$ cat config.mk
export PLATFORM = sky130hd
export DESIGN_NAME = cmng_front
export DESIGN_NICKNAME = d
export VERILOG_FILES = /design/src/hdl/cube_map_normal_texel_generator_core_assert.svh /design/src/hdl/cmng_pkg.sv /design/src/hdl/cmng_front.sv
export SDC_FILE = /design/constraint.sdc
export NUM_CORES = 1
export LEC_CHECK = 0
export BUFFER_PORTS_ARGS = -buffer_cell sky130_fd_sc_hd__buf_2
export CAP_MARGIN = 20
export CELL_PAD_IN_SITES_DETAIL_PLACEMENT = 0
export CELL_PAD_IN_SITES_GLOBAL_PLACEMENT = 1
export CORE_UTILIZATION = 51
export DETAILED_ROUTE_END_ITERATION = 10
export PLACE_DENSITY = 0.9
export SYNTH_ARGS = -nofsm -noshare
export SYNTH_HDL_FRONTEND = slang
export SYNTH_SLANG_ARGS = --single-unit
$ cat constraint.sdc
create_clock -name clk -period 6.4 [get_ports clk]
set_input_delay 0.64 -clock clk [delete_from_list [all_inputs] [get_ports clk]]
set_output_delay 0.64 -clock clk [all_outputs]
set_load 0.01 [all_outputs]
$ cat src/hdl/cube_map_normal_texel_generator_core_assert.svh
// ----------------------------------------------------------------------------
// Assertion macros for the cube-map normal texel generator
// Shared concurrent assertion forms. The asserting module supplies clk and rst.
// ----------------------------------------------------------------------------
`ifndef CUBE_MAP_NORMAL_TEXEL_GENERATOR_CORE_ASSERT_SVH
`define CUBE_MAP_NORMAL_TEXEL_GENERATOR_CORE_ASSERT_SVH

// The consequent must hold in the same cycle as the antecedent.
`define CMNG_ASSERT_NOW(label, ante, cons, msg) \
  label: assert property (@(posedge clk) disable iff (rst) (ante) |-> (cons)) \
    else $error(msg);

// The consequent must hold in the cycle after the antecedent.
`define CMNG_ASSERT_NEXT(label, ante, cons, msg) \
  label: assert property (@(posedge clk) disable iff (rst) (ante) |=> (cons)) \
    else $error(msg);

`endif

$ cat src/hdl/cmng_pkg.sv
// ----------------------------------------------------------------------------
// Cube-map normal generator package
// Shared constants, the face code type and the byte packing function.
// ----------------------------------------------------------------------------
package cmng_pkg;

  // Input field widths.
  localparam int FACE_W = 3;
  localparam int IDX_W  = 7;

  // Reciprocal square root format: unsigned, 24 fraction bits.
  localparam int RSQ_FRAC_BITS = 24;
  // The dividend 2^48 needs 49 bits; the quotient fits in 48.
  localparam int NUM_W    = 2 * RSQ_FRAC_BITS + 1;
  localparam int QUO_W    = 2 * RSQ_FRAC_BITS;
  localparam int ROOT_W   = RSQ_FRAC_BITS;
  localparam int SQ_REM_W = ROOT_W + 2;
  localparam logic [NUM_W-1:0] RSQ_NUMERATOR = {1'b1, {QUO_W{1'b0}}};

  // Packing: biased component u + 1.0 fits in 26 bits.
  localparam int PACK_W = RSQ_FRAC_BITS + 2;
  localparam int ONE_FIX = 1 << RSQ_FRAC_BITS;
  localparam int BYTE_W = 8;
  localparam logic [BYTE_W-1:0] BYTE_MAX = 8'd255;

  // Cube face codes; the two remaining codes are unused.
  typedef enum logic [FACE_W-1:0] {
    FACE_POS_X = 3'd0,
    FACE_NEG_X = 3'd1,
    FACE_POS_Y = 3'd2,
    FACE_NEG_Y = 3'd3,
    FACE_POS_Z = 3'd4,
    FACE_NEG_Z = 3'd5
  } face_t;

  // Scale a biased unit component by 255 / 2^25 and saturate to a byte.
  function automatic logic [BYTE_W-1:0] pack_byte(input logic [PACK_W-1:0] biased);
    logic [PACK_W+BYTE_W-1:0] scaled;
    logic [BYTE_W:0]          whole;
    begin
      scaled = {biased, {BYTE_W{1'b0}}} - (PACK_W + BYTE_W)'(biased);
      whole  = scaled[PACK_W+BYTE_W-1:RSQ_FRAC_BITS+1];
      pack_byte = whole[BYTE_W] ? BYTE_MAX : whole[BYTE_W-1:0];
    end
  endfunction

endpackage

$ cat src/hdl/cmng_front.sv
// ----------------------------------------------------------------------------
// Direction front end
// Forms the texel-centre direction for a face and its squared length
// over three register stages.
// ----------------------------------------------------------------------------
module cmng_front
  import cmng_pkg::*;
#(
  parameter int FACE_SIZE = 128,
  parameter int CW        = 9,
  parameter int L2W       = 16
) (
  input  logic                  clk,
  input  logic                  rst,
  input  logic                  in_valid,
  output logic                  in_stall,
  input  logic [FACE_W-1:0]     face,
  input  logic [IDX_W-1:0]      column,
  input  logic [IDX_W-1:0]      row,
  output logic                  out_valid,
  input  logic                  out_stall,
  output logic signed [CW-1:0]  x_out,
  output logic signed [CW-1:0]  y_out,
  output logic signed [CW-1:0]  z_out,
  output logic                  zero_out,
  output logic [L2W-1:0]        l2_out
);

  localparam int NST = 3;
  localparam int EW  = (CW > IDX_W + 2) ? CW : IDX_W + 2;
  localparam logic [EW-1:0]        MAX_IDX = EW'(FACE_SIZE - 1);
  localparam logic signed [EW-1:0] N_E     = EW'(FACE_SIZE);
  localparam logic signed [CW-1:0] N_C     = CW'(FACE_SIZE);

  logic [NST-1:0] v;
  logic [NST:0]   rdy;

  logic [EW-1:0]        col_e, row_e, col_c, row_c;
  logic signed [EW-1:0] s_e, t_e;
  logic signed [CW-1:0] s_c, t_c, x_c, y_c, z_c;
  logic                 zero_c;

  logic signed [CW-1:0] x0, y0, z0, x1, y1, z1, x2, y2, z2;
  logic                 zero0, zero1, zero2;
  logic signed [2*CW-1:0] px, py, pz;
  logic [L2W-1:0]       sqx, sqy, sqz, l2;

  // Stage occupancy: a stage takes new data when it is empty or drains.
  assign rdy[NST] = !out_stall;
  assign rdy[2]   = !v[2] || rdy[3];
  assign rdy[1]   = !v[1] || rdy[2];
  assign rdy[0]   = !v[0] || rdy[1];
  assign in_stall = !rdy[0];

  always_ff @(posedge clk) begin
    if (rst) begin
      v <= '0;
    end else begin
      if (rdy[0]) v[0] <= in_valid;
      if (rdy[1]) v[1] <= v[0];
      if (rdy[2]) v[2] <= v[1];
    end
  end

  // Clamp the indices and form the doubled texel-centre offsets.
  always_comb begin
    col_e = EW'(column);
    row_e = EW'(row);
    col_c = (col_e > MAX_IDX) ? MAX_IDX : col_e;
    row_c = (row_e > MAX_IDX) ? MAX_IDX : row_e;
    s_e   = $signed(col_c << 1) + $signed(EW'(1)) - N_E;
    t_e   = $signed(row_c << 1) + $signed(EW'(1)) - N_E;
    s_c   = $signed(s_e[CW-1:0]);
    t_c   = $signed(t_e[CW-1:0]);
  end

  // Map the offsets onto the face axes.
  always_comb begin
    zero_c = (face > FACE_NEG_Z);
    unique case (face_t'(face))
      FACE_POS_X: begin x_c = N_C;  y_c = -t_c; z_c = -s_c; end
      FACE_NEG_X: begin x_c = -N_C; y_c = -t_c; z_c = s_c;  end
      FACE_POS_Y: begin x_c = s_c;  y_c = N_C;  z_c = t_c;  end
      FACE_NEG_Y: begin x_c = s_c;  y_c = -N_C; z_c = -t_c; end
      FACE_POS_Z: begin x_c = s_c;  y_c = -t_c; z_c = N_C;  end
      default:    begin x_c = -s_c; y_c = -t_c; z_c = -N_C; end
    endcase
  end

  // Stage 0: the direction vector.
  always_ff @(posedge clk) begin
    if (rdy[0] && in_valid) begin
      x0    <= x_c;
      y0    <= y_c;
      z0    <= z_c;
      zero0 <= zero_c;
    end
  end

  // Stage 1: squared components.
  assign px = x0 * x0;
  assign py = y0 * y0;
  assign pz = z0 * z0;

  always_ff @(posedge clk) begin
    if (rdy[1] && v[0]) begin
      x1    <= x0;
      y1    <= y0;
      z1    <= z0;
      zero1 <= zero0;
      sqx   <= px[L2W-1:0];
      sqy   <= py[L2W-1:0];
      sqz   <= pz[L2W-1:0];
    end
  end

  // Stage 2: squared length.
  always_ff @(posedge clk) begin
    if (rdy[2] && v[1]) begin
      x2    <= x1;
      y2    <= y1;
      z2    <= z1;
      zero2 <= zero1;
      l2    <= sqx + sqy + sqz;
    end
  end

  assign out_valid = v[2];
  assign x_out     = x2;
  assign y_out     = y2;
  assign z_out     = z2;
  assign zero_out  = zero2;
  assign l2_out    = l2;

endmodule

==> results.md <==
* Endpoints failing setup at 0
* Slew HR at 0.440
* CTS tree: yes
* CP Class: reg -> reg
* Hold WC Path Type: in -> reg
* RSZ-0062 raised after global routing: no
* Max Clock Freq at ~190 MHz
* Most frequent cells in the layout: inv_1 (185), fa_1 (163), edfxtp_1 (142)
* DP HPWL at 18.8 mm
* Setup crit start kind: flip-flop
* Sequential fraction of the synthesis area at 0.339
* Post-CTS setup buffer count at 0
* Post-synth EDFFs at ~140
* Place WS at around 1.1 ns
* Post-Synthesis Cells at 1095
* Syn-to-layout area delta at 10.1%
* Clock tree buffer depth at 2
* Post-route antenna net violation count at 0
* Critical path, cell by cell: inv_1 > nor2_1 > inv_1 > fa_1 > inv_1 > fa_1 > fa_1 > fa_1 > fa_1 > ha_1 > a21oi_1 > o21ai_0 > a21oi_1 > o21ai_0 > xnor2_1
* Asr flop ratio synth at 0
* All-Layer GR Usage at 0.210
* Worst path most repeated cell: fa_1
* Std cell rows at between 50 and 60
* DR iter-0 viols at 413
* Number of port buffers at 66
* Vias in the first global route at 8439
* Finished Core Util at 0.574
* Most common cell after layout, fill and taps aside: inv_1
* Post-synth cell types at 42
* Ant. Diodes at 0
* Clock transition at path regs at approximately 0.07 ns
* DRC at 0
* Slowest CP cell: edfxtp_1
* CTS Hold Bufs at 0
* Post-Route WL at about 25 mm
* Top_reg_cell synth: edfxtp_1
* Critical path required time at 6.59 ns
* Critical path endpoint category: flip-flop
* Post-Layout Cell Count at approximately 1500
* Final min period at ~5.3 ns
* DRT Pass-1 Iters at 5
* Vias at around 8000
* Clock Sinks at ~150
* CTS H-Tree Depth at 4
* Synth area leaders: edfxtp_1 (33%), fa_1 (26%), ha_1 (12%)
* CP delay by family, top: adder cells
* Vias/cell at approximately 5.2
* WP buf/inv at 3
* Global-route wire length before repair at about 42 mm
* Root buffer cell: clkbuf_16
* Final period utilization at 0.831
* Synthesis-stage register bit count at about 150
* Post-synth top area cell: edfxtp_1
* Die Y at ~160 um
* Average size of a mapped cell at between 10 and 15 sq um
* CP peak stage delay at 0.65 ns
* CP arrival at around 5.5 ns
* Fin. max-slew vios at 0
* Clock Latency Late Sink at 0.43 ns
* Ys Warns at 0
* Layout Nets at roughly 1500
* Largest net degree at the start of global routing at 63
* Ports at 67
* Initial Utilization at 0.522
* Max_cap viols at 0
* Placed Cells at 1463
* Resized cells post-CTS at 0
* Setup Skew at just under 0.01 ns
* Core Box Area at ~24000 sq um
* Worst setup margin at 1.08 ns
* Num CTS Buffers at 17
* Tightest Pin Transition at between 0.8 and 0.9 ns
* Die boundary width at between 150 and 200 um
* Max FO, Critical Path at 9
* Synth top area share at 0.334
* Synthesized area at around 13000 sq um
* Layout cells sized above 1 at 0.111
* Status: complete, no violations
* GPL Wtd Cong at between 0.8 and 0.9
* Final hold violations at 0
* Grt total ovfl at 0
* WL/cell at roughly 16 um
* Initial antenna violation count at 0
* Setup_tns at 0 ns
* Die ar. at ~26000 sq um
final cells by class:
class,instances,area [sq um]
clock inverter,15,178
sequential,145,4320
clock buffer,17,425
inverter,186,698
tap,324,405
multi-input combinational,738,7660
timing repair buffer,70,360
fill,1977,10400
routing by layer:
| layer | GRT usage | up-vias | wire length, um |
|---|---|---|---|
| li1 | - | 3667 | - |
| met1 | 0.277 | 3911 | 10800 |
| met2 | 0.348 | 220 | 11900 |
| met3 | 0.0395 | 43 | 1220 |
| met4 | 0.0706 | 0 | 612 |
| met5 | 0 | - | 0 |
final timing paths:
check / cells after the start / slack [ns] / start / end
max reg2reg: 15 / 1.08 / y0[1]$_DFFE_PP_ / sqy[15]$_DFFE_PP_
max: 15 / 1.08 / y0[1]$_DFFE_PP_ / sqy[15]$_DFFE_PP_
min reg2reg: 0 / 0.42 / x1[2]$_DFFE_PP_ / x_out[2]$_DFFE_PP_
min: 2 / 0.39 / rst / v[1]$_SDFFE_PP0P_
cell usage after synthesis (5+ instances only):
library cell,n
a31o_2,6
nand2b_1,5
nor3_1,6
ha_1,125
clkbuf_1,26
mux2_2,5
a31oi_1,5
a21o_1,11
a21oi_1,30
edfxtp_1,142
nor2b_1,25
xnor2_1,79
nand2_1,83
and2_1,39
o21bai_1,10
o21ai_0,26
inv_1,185
nor2_1,52
xor2_1,23
or2_2,7
fa_1,163
mux2i_1,7
through the flow:
stage / instance area (sq um) / hold WS (ns)
after global placement: 13500 / 0.401
after floorplan: 12800 / 0.400
final: 14100 / 0.388
after CTS: 14100 / 0.377
after global routing: 14100 / 0.375
after detailed placement: 13500 / 0.405
flip-flops by register name (all words and copies together), names as in the netlist:
register,cells
l2_out,16
sqx,14
sqy,14
sqz,14
v,3
x0,9
x1,9
x_out,9
y0,9
y1,9
y_out,9
z0,9
z1,9
z_out,9
zero0,1
zero1,1
zero_out,1
kinds of logic (layout without fill, tap and decap cells):
| group | count (synthesis) | after routing | synth area share |
|---|---|---|---|
| buffers and inverters | 214 | 288 | 0.0631 |
| XOR/XNOR | 102 | 102 | 0.0700 |
| AND/OR/NAND/NOR | 223 | 223 | 0.0822 |
| multiplexers | 12 | 12 | 0.00990 |
| flip-flops | 145 | 145 | 0.339 |
| AO/OA/AOI/OAI | 110 | 110 | 0.0574 |
| adder cells (fa/ha/maj) | 288 | 288 | 0.378 |
| other | 1 | 3 | 0.000294 |
Power is not shown: default switching activity piles up to over one toggle a cycle in this logic, so the estimate is an artifact.
