File: src/hdl/cube_map_normal_texel_generator_core_assert.svh
// ----------------------------------------------------------------------------
// Assertion macros for the cube-map normal texel generator
// Shared concurrent assertion forms. The asserting module supplies clk and rst.
// ----------------------------------------------------------------------------
`ifndef CUBE_MAP_NORMAL_TEXEL_GENERATOR_CORE_ASSERT_SVH
`define CUBE_MAP_NORMAL_TEXEL_GENERATOR_CORE_ASSERT_SVH

// The consequent must hold in the same cycle as the antecedent.
`define CMNG_ASSERT_NOW(label, ante, cons, msg) \
  label: assert property (@(posedge clk) disable iff (rst) (ante) |-> (cons)) \
    else $error(msg);

// The consequent must hold in the cycle after the antecedent.
`define CMNG_ASSERT_NEXT(label, ante, cons, msg) \
  label: assert property (@(posedge clk) disable iff (rst) (ante) |=> (cons)) \
    else $error(msg);

`endif

File: src/hdl/cmng_pkg.sv
// ----------------------------------------------------------------------------
// Cube-map normal generator package
// Shared constants, the face code type and the byte packing function.
// ----------------------------------------------------------------------------
package cmng_pkg;

  // Input field widths.
  localparam int FACE_W = 3;
  localparam int IDX_W  = 7;

  // Reciprocal square root format: unsigned, 24 fraction bits.
  localparam int RSQ_FRAC_BITS = 24;
  // The dividend 2^48 needs 49 bits; the quotient fits in 48.
  localparam int NUM_W    = 2 * RSQ_FRAC_BITS + 1;
  localparam int QUO_W    = 2 * RSQ_FRAC_BITS;
  localparam int ROOT_W   = RSQ_FRAC_BITS;
  localparam int SQ_REM_W = ROOT_W + 2;
  localparam logic [NUM_W-1:0] RSQ_NUMERATOR = {1'b1, {QUO_W{1'b0}}};

  // Packing: biased component u + 1.0 fits in 26 bits.
  localparam int PACK_W = RSQ_FRAC_BITS + 2;
  localparam int ONE_FIX = 1 << RSQ_FRAC_BITS;
  localparam int BYTE_W = 8;
  localparam logic [BYTE_W-1:0] BYTE_MAX = 8'd255;

  // Cube face codes; the two remaining codes are unused.
  typedef enum logic [FACE_W-1:0] {
    FACE_POS_X = 3'd0,
    FACE_NEG_X = 3'd1,
    FACE_POS_Y = 3'd2,
    FACE_NEG_Y = 3'd3,
    FACE_POS_Z = 3'd4,
    FACE_NEG_Z = 3'd5
  } face_t;

  // Scale a biased unit component by 255 / 2^25 and saturate to a byte.
  function automatic logic [BYTE_W-1:0] pack_byte(input logic [PACK_W-1:0] biased);
    logic [PACK_W+BYTE_W-1:0] scaled;
    logic [BYTE_W:0]          whole;
    begin
      scaled = {biased, {BYTE_W{1'b0}}} - (PACK_W + BYTE_W)'(biased);
      whole  = scaled[PACK_W+BYTE_W-1:RSQ_FRAC_BITS+1];
      pack_byte = whole[BYTE_W] ? BYTE_MAX : whole[BYTE_W-1:0];
    end
  endfunction

endpackage

File: src/hdl/cmng_pack.sv
// ----------------------------------------------------------------------------
// Component packer
// Scales each component by the reciprocal length and packs it into a byte
// over two register stages.
// ----------------------------------------------------------------------------
module cmng_pack
  import cmng_pkg::*;
#(
  parameter int CW = 9
) (
  input  logic                  clk,
  input  logic                  rst,
  input  logic                  in_valid,
  output logic                  in_stall,
  input  logic signed [CW-1:0]  x_in,
  input  logic signed [CW-1:0]  y_in,
  input  logic signed [CW-1:0]  z_in,
  input  logic                  zero_in,
  input  logic [ROOT_W-1:0]     root_in,
  output logic                  out_valid,
  input  logic                  out_stall,
  output logic [BYTE_W-1:0]     red,
  output logic [BYTE_W-1:0]     green,
  output logic [BYTE_W-1:0]     blue
);

  localparam int NST = 2;
  localparam int PW  = CW + ROOT_W + 1;
  localparam logic signed [PW-1:0] ONE_P = PW'(ONE_FIX);

  logic [NST-1:0] v;
  logic [NST:0]   rdy;

  logic signed [ROOT_W:0] root_s;
  logic signed [PW-1:0]   ux, uy, uz;
  logic [PACK_W-1:0]      bx, by, bz;
  logic                   zero0;
  logic [BYTE_W-1:0]      red_r, green_r, blue_r;

  assign rdy[NST] = !out_stall;
  assign rdy[1]   = !v[1] || rdy[2];
  assign rdy[0]   = !v[0] || rdy[1];
  assign in_stall = !rdy[0];

  always_ff @(posedge clk) begin
    if (rst) begin
      v <= '0;
    end else begin
      if (rdy[0]) v[0] <= in_valid;
      if (rdy[1]) v[1] <= v[0];
    end
  end

  // Stage 0: unit components in fixed point, biased by one.
  assign root_s = $signed({1'b0, root_in});
  assign ux     = x_in * root_s + ONE_P;
  assign uy     = y_in * root_s + ONE_P;
  assign uz     = z_in * root_s + ONE_P;

  always_ff @(posedge clk) begin
    if (rdy[0] && in_valid) begin
      bx    <= ux[PW-1] ? '0 : ux[PACK_W-1:0];
      by    <= uy[PW-1] ? '0 : uy[PACK_W-1:0];
      bz    <= uz[PW-1] ? '0 : uz[PACK_W-1:0];
      zero0 <= zero_in;
    end
  end

  // Stage 1: byte packing; unused faces give zero.
  always_ff @(posedge clk) begin
    if (rdy[1] && v[0]) begin
      red_r   <= zero0 ? '0 : pack_byte(bx);
      green_r <= zero0 ? '0 : pack_byte(by);
      blue_r  <= zero0 ? '0 : pack_byte(bz);
    end
  end

  assign out_valid = v[1];
  assign red       = red_r;
  assign green     = green_r;
  assign blue      = blue_r;

endmodule

File: config.mk
export PLATFORM = sky130hd
export DESIGN_NAME = cmng_pack
export DESIGN_NICKNAME = d
export VERILOG_FILES = /design/src/hdl/cube_map_normal_texel_generator_core_assert.svh /design/src/hdl/cmng_pkg.sv /design/src/hdl/cmng_pack.sv
export SDC_FILE = /design/constraint.sdc
export NUM_CORES = 2
export LEC_CHECK = 0
export ABC_AREA = 1
export BUFFER_PORTS_ARGS = -buffer_cell sky130_fd_sc_hd__buf_2
export CAP_MARGIN = 10
export CORE_MARGIN = 4
export CORE_UTILIZATION = 40
export CTS_BUF_LIST = sky130_fd_sc_hd__clkbuf_8
export DETAILED_ROUTE_END_ITERATION = 6
export HOLD_SLACK_MARGIN = 0.15
export PLACE_DENSITY = 0.59
export SYNTH_ARGS = -nofsm -noshare
export SYNTH_HDL_FRONTEND = slang
export SYNTH_SLANG_ARGS = --single-unit
File: constraint.sdc
create_clock -name clk -period 8.7 [get_ports clk]
set_clock_uncertainty 0.15 [all_clocks]
set_input_delay 1.74 -clock clk [delete_from_list [all_inputs] [get_ports clk]]
set_output_delay 1.74 -clock clk [all_outputs]
set_load 0.01 [all_outputs]
==> results.txt <==
----------------------------------------------------
[Outcome]
  Run status ... completed

[Setup path]
  Launch instance of the worst register-to-register path ... by[25]
  Required arrival time at the worst endpoint ... between 8 and 9 ns
  Endpoint of the worst register-to-register path ... green[3]
  Largest incremental delay on the critical path ... 0.63 ns
  Worst R2R Setup Slack ... 6.07 ns
  CP bufs+invs ... 2
  Library cell contributing the largest single delay on the critical path ... clkinv_1
  Category of cells accounting for the largest share of critical-path delay ... adder cells
  Chain of cells forming the critical path ... buf_2 -> clkinv_1 -> nor2_1 -> fa_1 -> fa_1 -> fa_1 -> fa_1 -> ha_1 -> ha_1 -> nand2_2 -> nor2_2 -> and2_1 -> nand2_1 -> nand3_2 -> nand3_2 -> nand2_1 -> nand2_2 -> nand2_4 -> nor2_1
  Kind of critical path ... primary input to flop
  Critical path arrival ... just under 7 ns
  Maximum fanout along the worst path ... 26
  Most frequent CP cell ... fa_1
  Number of cells on the worst reg-to-reg path ... 11
  Endpoint kind of the worst setup timing path ... flop
  CP Launch Type ... primary input

[Placed design]
  Routability cong. ... just over 0.9
  Port Buffers ... ~80
  Cell Area, Placed ... just over 30000 µm²
  Detailed placer's ending HPWL ... between 50000 and 60000 µm

[Routing]
  Final wirelength ... ~74000 µm
  Detailed-route wire length per cell ... approximately 15 µm
  Iter 0 DRT Violations ... ~1400
  Post-route antenna net violation count ... 0
  Vias after detailed routing ... 23600
  TritonRoute pass-1 iters ... 7
  Drc violations ... 0
  Vias per inst ... 4.80

[CTS]
  Clock-pin slew reported for the worst setup and hold paths after clock tree synthesis ... 0.11 ns
  Clock sink count ... roughly 110
  Worst-Skew Late Latency ... ~0.43 ns
  Setup repair bufs after CTS ... 0
  Total of cells resized after clock tree synthesis ... 0
  Total number of H-tree levels ... 3
  TritonCTS clock tree ... done
  Root Driver ... clkbuf_8
  Maximum count of clock buffers along a single path ... 2
  Count of hold-fix buffers inserted at cts ... 0
  Inserted Clock Buffers ... 9

[Timing]
  Worst-Margin Slew ... between 0.8 and 0.9 ns
  Peak clock frequency supported by timing ... about 0.15 GHz
  Setup repair after global routing missed its margin ... no
  Slew HR ... 0.438
  Min cycle time layout ... around 6.8 ns
  Ratio of final minimum period to clock period ... 0.779
  Number of setup violations in the final report ... 0
  Final hold vios ... 0
  Final max-slew violation count ... 0
  Total negative slack ... 0 ns

[Die]
  Height of the die ... between 200 and 300 µm
  Core area ... about 72000 µm²
  Site Rows ... 98
  Initial cell density of the core ... 0.406
  Area of the die ... slightly below 80000 µm²
  Number of placed I/O pins ... 82
  Die Span X ... around 280 µm

[Synth]
  Area fraction of the dominant cell type after synthesis ... 0.319
  Synthesized area ... 29100 µm²
  Main area contributors after synthesis ... fa_1 32%, nand2_1 16%, ha_1 13%
  Sequential cell area fraction in the yosys report ... 0.107
  Number of distinct standard cells referenced by the synthesized netlist ... 42
  Mean cell area of the mapped netlist ... roughly 7.3 µm²
  Biggest area consumer among synthesized cells ... fa_1
  Number of warnings reported in the yosys synthesis log ... 0
  #FFs+latches synth ... about 110
  Ys flop type ... edfxtp_1
  Net Count, Synth ... just under 5000
  Share of synthesized registers carrying an async set or reset ... 0
  Count of flip-flops with a built-in enable after synthesis ... 103
  Instance count of the mapped netlist ... ~4000

[Power and ir drop]
  Power density cells ... 359 nW/µm²
  Leakage power figure ... around 18 nW
  Worst IR Drop VDD ... approximately 0.00022 V
  Power Total ... 10.9 mW

[GRT]
  Met1 track demand over resource ... 0.284
  Wire length of the first global-routing pass ... 126000 µm
  Largest net degree at the start of global routing ... between 50 and 60
  Global routing's busiest layer ... met2
  Met2 routing resource usage after global routing ... 0.335
  Number of global-route vias before repair ... 24200
  Overall routing resource usage ... 0.198
  Met3 GRT Util ... 0.0159
  Number of antenna violations at the first check in global routing ... 4
  Remaining global-route overflow ... 0

[Final layout]
  Fraction of layout cells with a size suffix above 1 ... 0.0452
  Area used by multi-input combinational logic ... about 22000 µm²
  Commonest non-fill, non-tap cells in the layout ... 1211 x nand2_1, 983 x inv_1, 465 x fa_1
  Area delta synth->final ... 4.54%
  Number of filler cells placed in the layout ... around 7500
  # nets final ... ~4800
  Final design area excluding fillers ... approximately 30000 µm²
  Most common cell after layout, fill and taps aside ... nand2_1
  Register cell area after layout ... ~3100 µm²

[Worst hold path]
  Class of the most critical hold timing path ... flop to flop
  Sink of the worst hold path ... v[1]
  Number of cells on the worst hold path ... 2
  Worst Hold Launch ... v[1]

[Run]
  Maximum Capacitance Violations ... 0

----------------------------------------------------
-- through the flow --
step,std cells,hold WS [ns],setup WS (ns),utilization
3_3_place_gp,4896,0.367,1.50,0.421
6_report,4914,0.381,1.92,0.424
3_5_place_dp,4896,0.375,1.47,0.421
5_1_grt,4913,0.424,1.60,0.424
4_1_cts,4912,0.389,1.95,0.424
2_1_floorplan,3988,0.300,2.06,-
-- tightest hold or removal path: stages (launching register included) --
cell and delay, ns:
dfxtp_1 0.35, nand2_1 0.08, a21oi_1 0.06
-- state kept, by name, summed over array words and instances, names as in the netlist --
signal and flops:
by 26, zero0 1, bx 26, bz 26, red 8, green 8
v 2, blue 8
-- logic make-up after synthesis --
family,count (synthesis),share of synthesized area
AO/OA/AOI/OAI,178,0.0330
XOR/XNOR,50,0.0150
adder cells (fa/ha/maj),774,0.452
buffers and inverters,1119,0.147
flip-flops,105,0.107
AND/OR/NAND/NOR,1762,0.246
-- power by group --
part           switching [mW]  internal [mW]
Sequential              0.181          0.923
Clock                   0.210          0.142
Combinational            6.03           3.46
Total                    6.42           4.53
-- area by class of cell --
cell class              instances  share of cell area
multi-input cells            2764               0.714
inverters                     988               0.122
flip-flops and latches        105               0.103
well taps                     950              0.0390
repair buffers                 89              0.0153
clock buffers                   9             0.00407
clock inverters                 7             0.00296
diodes                          2            0.000164
-- cell usage after synthesis, types with 3 or more instances --
| library cell | count |
|---|---|
| o21a_1 | 6 |
| edfxtp_1 | 103 |
| xor2_1 | 35 |
| nor3_1 | 18 |
| xnor2_1 | 15 |
| o31ai_1 | 3 |
| a21oi_1 | 120 |
| nand2_1 | 1211 |
| nand2_2 | 13 |
| nor2_2 | 41 |
| nand3_1 | 122 |
| ha_1 | 309 |
| inv_1 | 984 |
| nand3b_1 | 7 |
| clkbuf_1 | 124 |
| nor4_1 | 5 |
| o21ai_0 | 26 |
| clkinv_1 | 3 |
| or2_2 | 3 |
| a21boi_0 | 7 |
| nand3_2 | 7 |
| nor2_1 | 288 |
| a31oi_1 | 3 |
| o21bai_1 | 5 |
| fa_1 | 465 |
| or2_1 | 3 |
| a21o_1 | 6 |
| nand4_1 | 32 |
-- worst max-delay path by stage --
stage | from | endpoint | slack, ns | cells after the start
floorplan | root_in[7] | bx[8] | 2.06 | 24
global placement | z_in[8] | bz[2] | 1.50 | 17
detailed placement | z_in[8] | bz[4] | 1.47 | 19
CTS | z_in[8] | bz[2] | 1.95 | 17
global route | y_in[8] | by[10] | 1.60 | 19
finish | z_in[8] | bz[2] | 1.92 | 19
-- per-layer routing --
metal  up-vias  wire, µm
met2       428     34900
met5         -        25
met4         4       795
met3        52      2690
met1     11400     35900
li1      11700         -
Power figures use the tool's default switching activity.
